## config.mk

```make
export PLATFORM = sky130hd
export DESIGN_NAME = dnps_ram
export DESIGN_NICKNAME = d
export VERILOG_FILES = /design/src/rtl/dnps_ram.sv
export SDC_FILE = /design/constraint.sdc
export NUM_CORES = 2
export LEC_CHECK = 0
export BUFFER_PORTS_ARGS = -buffer_cell sky130_fd_sc_hd__buf_4
export CAP_MARGIN = 20
export CORE_MARGIN = 2
export CORE_UTILIZATION = 45
export CTS_CLUSTER_DIAMETER = 30
export DETAILED_ROUTE_END_ITERATION = 8
export PLACE_DENSITY = 0.61
export SKIP_LAST_GASP = 1
export SYNTH_ARGS = -nofsm -noshare
export SYNTH_HDL_FRONTEND = slang
export SYNTH_SLANG_ARGS = --single-unit
```

## constraint.sdc

```tcl
create_clock -name clk -period 7.5 [get_ports clk]
set_input_delay 0.75 -clock clk [delete_from_list [all_inputs] [get_ports clk]]
set_output_delay 0.75 -clock clk [all_outputs]
set_load 0.02 [all_outputs]
```

## src/rtl/dnps_ram.sv

```systemverilog
// ----------------------------------------------------------------------------
// Generic simple dual-port RAM
// One write port and one read port with registered read data.
// ----------------------------------------------------------------------------
`default_nettype none

module dnps_ram #(
  parameter int WIDTH = 32,
  parameter int DEPTH = 128
) (
  input  logic                     clk,
  input  logic                     we,
  input  logic [$clog2(DEPTH)-1:0] waddr,
  input  logic [WIDTH-1:0]         wdata,
  input  logic                     re,
  input  logic [$clog2(DEPTH)-1:0] raddr,
  output logic [WIDTH-1:0]         rdata
);

  logic [WIDTH-1:0] mem [DEPTH];

  always_ff @(posedge clk) begin
    if (we) begin
      mem[waddr] <= wdata;
    end
    if (re) begin
      rdata <= mem[raddr];
    end
  end

endmodule

`default_nettype wire

```

==> metrics.txt <==
result of the run finished clean; number of vias per cell 6.22; total CTS buffers 700; leakage power figure 0.0592 uW; buffers added on ports 80; latest clock arrival within the worst-skew pair 1040 ps; biggest area contributors in the synthesized netlist sky130_fd_sc_hd__edfxtp_1 (79%), sky130_fd_sc_hd__mux4_2 (19%), sky130_fd_sc_hd__clkbuf_1 (0.44%); full die area 0.353 mm^2; total DRC errors in the routed layout 0; top library cells by usage in the layout, fill and taps aside sky130_fd_sc_hd__edfxtp_1 (4,128), sky130_fd_sc_hd__mux4_2 (1,344), sky130_fd_sc_hd__clkbuf_16 (708), sky130_fd_sc_hd__buf_4 (265), sky130_fd_sc_hd__nor2_4 (119); Post-Route WL 436 mm; data arrival time at the worst-slack endpoint 4500 ps; clock root buffer sky130_fd_sc_hd__clkbuf_16; reg-to-reg setup timing slack 4610 ps; Area Growth Syn to Fin 20.4%; Worst Max-Slew Pin Slew 1170 ps; endpoints failing hold 0; start-to-end type of the worst setup path input port to flip-flop; placed instance area 0.165 mm^2; most common cell after layout, fill and taps aside sky130_fd_sc_hd__edfxtp_1; source of the worst hold timing path wdata[19]; max-capacitance violation count 0; cells along the critical path buf_16 -> buf_12 -> mux4_2 -> mux4_2 -> mux4_2 -> mux2_2; Via Count 73,900; Filler Cell Count 25,100; unique cell type count in the Yosys netlist 16; Period minus WS final 3740 ps; die boundary width 594 um; Iteration-0 DRC Markers 11,400; placed cells 10,500; Core Region 0.346 mm^2; destination of the worst hold path mem[125][19]; worst voltage drop across the vdd grid 0.246 mV; clock buffer depth 4; sequential-to-total area share from yosys stat 79.2%; highest clock rate 0.267 GHz; worst r2r src mem[87][11]; RSZ-0062 raised after global routing no; startpoint type of the worst setup path input port; Final Instance Count excl. Fillers 11,900; Tot GR Track Use 24.6%; synthesized area per cell 26.1 um^2; syn_nets 6,039; remaining antenna violation count after routing 0; clock skew 51.6 ps; weighted congestion reported at the end of routability-driven placement 0.814; max incr delay on CP 750 ps; area share of the largest cell type after synthesis 79.2%; worst path required time 8260 ps; overall overflow remaining after global route 0; share of post-route cells with drive strength above 1 40.2%; global-route wire length before repair 600 mm; Synth Register Bits 4,128; setup violators final 0; worst relative slew slack 22.3%; post-synth design cell area 0.157 mm^2; fraction of the cycle the final worst path needs 49.9%; hold bufs inserted after CTS 0; number of cells upsized or downsized after cts 0; number of buffer and inverter stages on the critical path 2; Worst-path clk slew 50 ps; worst min path class input port to flip-flop; starting density of the core 45.2%; Post-CTS Setup Repair Bufs 0; mean routed wirelength per cell 36.7 um; number of antenna violations at the first check in global routing 63; Max Transition Viols Final 0; CP top delay family multiplexers; crit-path max FO 84; setup TNS 0 ps; # nets final 6,723; height of the chip 594 um; hold depth 1; cells on worst reg2reg path 4; I/O pin cnt 81; total power per unit cell area 318 mW/mm^2; terminus of the critical flop-to-flop path rdata[11]; post-detail-place hpwl 229 mm; Syn Inst Count 5,990; TritonCTS sink count 4,128; critical path capture point type flip-flop; maximum level of the CTS H-tree 6; library cell with the largest summed area after synthesis sky130_fd_sc_hd__edfxtp_1; Row Count 216; count of TritonRoute iterations in the first routing pass 5; Final Instance Area 0.189 mm^2; CTS tree built; pin count of the biggest net entering global routing 126; highest-delay cell along the critical path sky130_fd_sc_hd__mux4_2; vias in the first global route 74,900; warning count from the yosys run 0; cell repeated most along the worst path sky130_fd_sc_hd__mux4_2
through the flow:
stage | hold WS [ps] | setup slack, ps | total power [uW] | utilization [%]
6_report | 136 | 3760 | 60000 | 54.5
5_1_grt | 115 | 3680 | 61500 | 54.5
4_1_cts | 72.7 | 3800 | 60400 | 54.4
3_5_place_dp | 1180 | 2720 | 28600 | 47.5
3_3_place_gp | 1170 | 2720 | 28600 | 47.5
2_1_floorplan | 849 | 3510 | 27300 | -
report_power, final:
part           switching (uW)  internal (uW)  leakage (uW)
clock network           11100          20700        0.0115
registers                89.9          25600        0.0371
logic                    1580            928        0.0105
total                   12800          47200        0.0592
sequential cells by signal, indices dropped and copies added (netlist names):
| signal | cells |
|---|---|
| rdata | 32 |
| mem | 4096 |
cell usage after synthesis:
master and number:
sky130_fd_sc_hd__nor3_1 9, sky130_fd_sc_hd__mux4_2 1344, sky130_fd_sc_hd__buf_6 2, sky130_fd_sc_hd__nor2_1 122, sky130_fd_sc_hd__nand3_1 12, sky130_fd_sc_hd__edfxtp_1 4128, sky130_fd_sc_hd__or3_1 1, sky130_fd_sc_hd__nand2_1 14
sky130_fd_sc_hd__mux2_2 32, sky130_fd_sc_hd__clkbuf_1 182, sky130_fd_sc_hd__nor2b_1 7, sky130_fd_sc_hd__buf_4 3, sky130_fd_sc_hd__nand2b_1 2, sky130_fd_sc_hd__buf_2 79, sky130_fd_sc_hd__buf_1 50, sky130_fd_sc_hd__nand4_1 3
how the worst max path moves through the flow:
stage / from / to / slack [ps] / cells past startpoint
3_3_place_gp: raddr[0] / rdata[12] / 2720 / 6
2_1_floorplan: we / mem[98][0] / 3510 / 3
4_1_cts: raddr[0] / rdata[12] / 3800 / 6
6_report: raddr[0] / rdata[15] / 3760 / 6
3_5_place_dp: raddr[0] / rdata[9] / 2720 / 6
5_1_grt: raddr[0] / rdata[3] / 3680 / 6
worst reg2reg max path: stages, from the launching register on:
cell and delay, ps:
sky130_fd_sc_hd__edfxtp_1 370, sky130_fd_sc_hd__mux4_2 490, sky130_fd_sc_hd__mux4_2 620, sky130_fd_sc_hd__mux4_2 760, sky130_fd_sc_hd__mux2_2 380
per-layer routing:
metal	share of wire (%)	up-vias	global-route usage [%]	wire (um)
li1	-	28200	-	-
met4	3.8	22	9.46	16600
met3	10	683	5.29	44800
met5	0.034	-	0	146
met1	38	40800	34.5	167000
met2	47	4188	38.1	207000
area by class of cell:
cell class | instances | area, um^2 | share of cell area [%]
tap | 4578 | 5730 | 3.04
antenna | 34 | 85.1 | 0.0451
clock buffer | 793 | 18000 | 9.57
clock inverter | 504 | 5800 | 3.07
sequential | 4128 | 124000 | 65.7
timing repair buffer | 298 | 2650 | 1.41
multi-input combinational | 1546 | 32300 | 17.1
kinds of logic (layout without fill, tap and decap cells):
group                  after synthesis  after routing  synth area share (%)
DFF                               4128           4128                  79.2
and+or+nand+nor                    170            170                 0.445
muxes                             1376           1376                  19.6
buffers and inverters              316           1595                 0.837
other                                0             34                     0
Note: power is estimated with default switching activity, not from simulation.
