[src/rtl/dnps_pkg.sv]
// ----------------------------------------------------------------------------
// Directional nearest-point search: shared package
// Controller states, direction codes, action codes and pipeline constants.
// ----------------------------------------------------------------------------
`default_nettype none

package dnps_pkg;

  typedef logic [2:0] dir_t;

  localparam dir_t DIR_ANY   = 3'd0;
  localparam dir_t DIR_UP    = 3'd1;
  localparam dir_t DIR_DOWN  = 3'd2;
  localparam dir_t DIR_LEFT  = 3'd3;
  localparam dir_t DIR_RIGHT = 3'd4;

  localparam logic ACT_WRITE  = 1'b0;
  localparam logic ACT_SEARCH = 1'b1;

  // Cycles from the last table read to the last update of the running best.
  localparam int SCAN_LATENCY = 4;

  typedef enum logic [2:0] {
    ST_IDLE,
    ST_WRITE,
    ST_CUR_RD,
    ST_CUR_WAIT,
    ST_SCAN,
    ST_DRAIN,
    ST_DONE
  } state_t;

endpackage

`default_nettype wire

[src/rtl/dnps_dist.sv]
// ----------------------------------------------------------------------------
// Distance pipeline
// Three stages: filter and weighted deltas, squares, sum of squares.
// ----------------------------------------------------------------------------
`default_nettype none

module dnps_dist #(
  parameter int COORD_BITS = 16,
  parameter int IDX_W      = 7,
  parameter int DIST_W     = 2 * (COORD_BITS + 2) + 1
) (
  input  logic                         clk,
  input  logic                         rst,
  input  logic                         in_valid,
  input  logic [IDX_W-1:0]             in_idx,
  input  logic signed [COORD_BITS-1:0] p_x,
  input  logic signed [COORD_BITS-1:0] p_y,
  input  logic signed [COORD_BITS-1:0] cur_x,
  input  logic signed [COORD_BITS-1:0] cur_y,
  input  logic [IDX_W-1:0]             cur_idx,
  input  dnps_pkg::dir_t               dir,
  output logic                         out_valid,
  output logic                         out_qual,
  output logic [IDX_W-1:0]             out_idx,
  output logic [DIST_W-1:0]            out_dist
);

  import dnps_pkg::*;

  localparam int DIF_W = COORD_BITS + 1;
  localparam int D_W   = COORD_BITS + 2;
  localparam int SQ_W  = 2 * D_W;

  logic signed [DIF_W-1:0] dx, dy;
  logic signed [D_W-1:0]   dxw, dyw;
  logic                    keep;

  logic                    s1_valid, s1_qual;
  logic [IDX_W-1:0]        s1_idx;
  logic signed [D_W-1:0]   s1_dx, s1_dy;

  logic                    s2_valid, s2_qual;
  logic [IDX_W-1:0]        s2_idx;
  logic signed [SQ_W-1:0]  s2_sqx, s2_sqy;

  always_comb begin
    dx = DIF_W'(p_x) - DIF_W'(cur_x);
    dy = DIF_W'(p_y) - DIF_W'(cur_y);
    // Up/down doubles the x difference, left/right doubles the y difference.
    dxw = (dir == DIR_UP || dir == DIR_DOWN) ? {dx, 1'b0} : {dx[DIF_W-1], dx};
    dyw = (dir == DIR_LEFT || dir == DIR_RIGHT) ? {dy, 1'b0} : {dy[DIF_W-1], dy};
    // Points on the wrong side are dropped; equal coordinates stay.
    unique case (dir)
      DIR_UP:    keep = (dy <= 0);
      DIR_DOWN:  keep = (dy >= 0);
      DIR_LEFT:  keep = (dx <= 0);
      DIR_RIGHT: keep = (dx >= 0);
      default:   keep = 1'b1;
    endcase
  end

  always_ff @(posedge clk) begin
    if (rst) begin
      s1_valid  <= 1'b0;
      s2_valid  <= 1'b0;
      out_valid <= 1'b0;
    end else begin
      s1_valid  <= in_valid;
      s2_valid  <= s1_valid;
      out_valid <= s2_valid;
    end
    s1_qual  <= keep && (in_idx != cur_idx);
    s1_idx   <= in_idx;
    s1_dx    <= dxw;
    s1_dy    <= dyw;
    s2_qual  <= s1_qual;
    s2_idx   <= s1_idx;
    s2_sqx   <= s1_dx * s1_dx;
    s2_sqy   <= s1_dy * s1_dy;
    out_qual <= s2_qual;
    out_idx  <= s2_idx;
    out_dist <= DIST_W'($unsigned(s2_sqx)) + DIST_W'($unsigned(s2_sqy));
  end

endmodule

`default_nettype wire

[config.mk]
export PLATFORM = sky130hd
export DESIGN_NAME = dnps_dist
export DESIGN_NICKNAME = d
export VERILOG_FILES = /design/src/rtl/dnps_pkg.sv /design/src/rtl/dnps_dist.sv
export SDC_FILE = /design/constraint.sdc
export NUM_CORES = 2
export LEC_CHECK = 0
export ABC_AREA = 0
export BUFFER_PORTS_ARGS = -buffer_cell sky130_fd_sc_hd__buf_2
export CORE_MARGIN = 2
export CORE_UTILIZATION = 42
export DETAILED_ROUTE_END_ITERATION = 10
export GPL_ROUTABILITY_DRIVEN = 1
export HOLD_SLACK_MARGIN = 0.15
export PLACE_DENSITY = 0.57
export SYNTH_ARGS = -nofsm -noshare
export SYNTH_HDL_FRONTEND = slang
export SYNTH_SLANG_ARGS = --single-unit
[constraint.sdc]
create_clock -name clk -period 14.9 [get_ports clk]
set_input_delay 0.745 -clock clk [delete_from_list [all_inputs] [get_ports clk]]
set_output_delay 0.745 -clock clk [all_outputs]
set_load 0.02 [all_outputs]
==> key figures <==
Timing
  • Final hold viol count: 0
  • Min Clock Period, post-route: 7.42 ns
  • Rel. slew slack: 0.317
  • Slew Viols, Final: 0
  • Fmax: 0.135 GHz
  • Finish-stage setup viols: 0
  • RSZ-0062 raised after global routing: no
  • Transition time of the tightest slew-check pin: 1.02 ns
  • Part of the cycle the worst path needs: 0.498
  • Setup WS post-layout: 7.48 ns
  • Clk_skew: 0.0213 ns
  • Setup TNS: 0 ns

Yosys
  • Post-synthesis mux area share: 0.00845
  • Adder-cell share of the synthesized area: 0.535
  • Most frequently used flop master after synthesis: dfxtp_1
  • Post-synthesis cell type count: 68
  • Register area share after synthesis: 0.119
  • Complex-gate fraction of the synthesized area: 0.0683
  • YS warnings: 0
  • Ys async rst share: 0
  • Simple-gate share of the synthesized area: 0.0994
  • Synth Area in XOR/XNOR: 0.0481
  • Yosys reg bits: 170
  • Mapped Area: 28600 sq um
  • Number of synthesized flops with an enable pin: 0
  • Syn Area/Cell: 9.36 sq um
  • Syn nets: 4006
  • Main combinational cell family by area after synthesis: adder cells
  • Synth Instances: 3053

Setup path
  • Worst setup SP type: flip-flop
  • CP endpoint kind: flip-flop
  • Worst R2R End: s2_sqx[35]
  • Setup slack, reg-to-reg: 7.48 ns
  • Critical path launch point: s1_dx[17]
  • Worst-path fanout max: 24
  • End of the critical path: s2_sqx[35]
  • CP Class: flip-flop to flip-flop
  • Critical R2R Launch: s1_dx[17]
  • Arr. time, crit path: 7.79 ns
  • Worst r2r path cells: 24
  • Critical path required time: 15.27 ns

Clock network
  • CTS tree: yes
  • Clk sink count: 170
  • Clock Path Buffers: 2
  • Post-CTS Hold Buffers: 0
  • Clock slew seen by the registers of the worst setup and hold paths: 0.07 ns
  • CTS resizes: 0
  • Post-CTS setup buffer count: 0
  • Root Driver: clkbuf_16
  • Worst-skew pair later-pin latency: 0.45 ns
  • CTS Buf Count: 17
  • H-tree depth: 4

GRT
  • Global route overflow: 0
  • Initial antenna violation count: 2
  • Pin count of the biggest net entering global routing: 25
  • First-pass GRT wire length: 108000 um
  • Vias in the first global route: 20751
  • GR Util All Layers: 0.197

Min path
  • Worst min path class: flip-flop to flip-flop
  • Hold Crit Start: s1_idx[6]

Floorplan
  • Std cell rows: 95
  • DIE AREA: 70100 sq um
  • Core Area: 67300 sq um
  • Die Span X: 265 um
  • Die Y: 265 um
  • Io pins: 130
  • Initial core utilization: 0.425

Detailed routing
  • Initial DRC count: 803
  • Drt first pass iters: 5
  • Via count: 19472
  • DR vias/cell: 4.81
  • Residual DRC: 0
  • DR WL/cell: 16.1 um
  • Antenna Nets Post-Route: 0
  • Routed WL: 65300 um

Layout
  • Layout cells sized above 1: 0.0656
  • Most frequent cells in the layout: inv_1 (860), fa_1 (588), ha_1 (281), nand2_1 (264), dfxtp_1 (170)
  • Nets@finish: 4113
  • Synth-to-layout area growth: 8.07%
  • Leading cell type in the layout, fill and taps excluded: inv_1
  • Core Util, Final: 0.459
  • Antenna diode count: 0

Place
  • IO buf count: 129
  • Gpl congestion: 0.839
  • Detailed Place HPWL: 54600 um
  • Setup slack at placement: 7.47 ns

Run status
  • Status: completed

Run
  • MaxCap Viol Count: 0
[per-layer routing]
layer	share of wire	GRT usage	vias up	routed length, um
met4	0.013	0.0311	0	840
met5	0	0	-	0
li1	-	-	9319	-
met2	0.48	0.334	387	31400
met1	0.46	0.270	9704	29800
met3	0.050	0.0341	62	3260
[flip-flops by register name, summed over array words and instances (netlist names)]
name and count:
out_valid 1, s1_qual 1, out_idx 7, s2_sqy 35, s1_dy 18, out_dist 37, s2_sqx 35, s2_qual 1
s2_valid 1, s1_valid 1, s1_dx 18, s2_idx 7, out_qual 1, s1_idx 7
[how the worst min path moves through the flow]
stage	slack (ns)	cells after the start	to
after detailed placement	0.31	0	out_qual
after global routing	0.33	0	s2_idx[6]
after global placement	0.31	0	out_qual
after CTS	0.33	0	out_idx[4]
after floorplan	0.31	0	out_idx[0]
final	0.33	0	s2_idx[6]
[Yosys cell counts, types with 6 or more instances]
cell type    n  share of area
a21o_1      43          0.011
a21oi_1     85          0.015
a31oi_1      9         0.0020
and2_1      84          0.018
and3_1       6         0.0013
clkbuf_1    63         0.0083
dfxtp_1    170           0.12
fa_1       588           0.41
ha_1       281           0.12
inv_1      860           0.11
mux2_2       8         0.0032
mux2i_1     14         0.0049
nand2_1    264          0.035
nand2b_1    24         0.0053
nand3_1     23         0.0040
nand4_1      8         0.0018
nor2_1     123          0.016
nor2b_1     24         0.0053
nor3_1      25         0.0044
o21a_1      28         0.0074
o21ai_0     39         0.0068
o21ai_1     16         0.0028
o21bai_1    13         0.0034
or3_1        8         0.0018
xnor2_1    116          0.036
xor2_1      39          0.012
[through the flow]
stage	cells	hold WS (ns)	cell area, sq um
floorplan	3053	0.310	28600
global placement	4014	0.310	30300
detailed placement	4014	0.312	30300
CTS	4045	0.329	30900
global route	4045	0.333	30900
finish	4045	0.328	30900
[kinds of logic (layout without fill, tap and decap cells)]
group	after synthesis	after routing
simple gates	613	613
compound gates	296	296
flops	170	170
mux	23	23
buf+inv	926	1045
fa+ha+maj	869	869
xor+xnor	156	156
[layout make-up]
cell class | count | area (sq um)
clock inverters | 13 | 189
fillers | 6551 | 36400
repair buffers | 154 | 833
flip-flops and latches | 170 | 3400
clock buffers | 18 | 439
multi-input cells | 1957 | 21700
well taps | 873 | 1090
inverters | 860 | 3230
[worst max-delay path, cell delays in order (launching register included)]
cell and delay, ns:
dfxtp_1 0.92, inv_1 0.58, nor2_1 0.25, fa_1 0.47, inv_1 0.22, fa_1 0.46
inv_1 0.10, ha_1 0.43, inv_1 0.26, fa_1 0.56, inv_1 0.06, fa_1 0.52
inv_1 0.05, fa_1 0.48, inv_1 0.04, ha_1 0.34, a21o_1 0.20, a21o_1 0.17
a21oi_1 0.12, o21ai_0 0.09, a41oi_1 0.40, o211a_1 0.24, o21bai_1 0.07, a21oi_1 0.17
xnor2_1 0.13
Power is not shown: default switching activity piles up to over one toggle a cycle in this logic, so the estimate is an artifact.
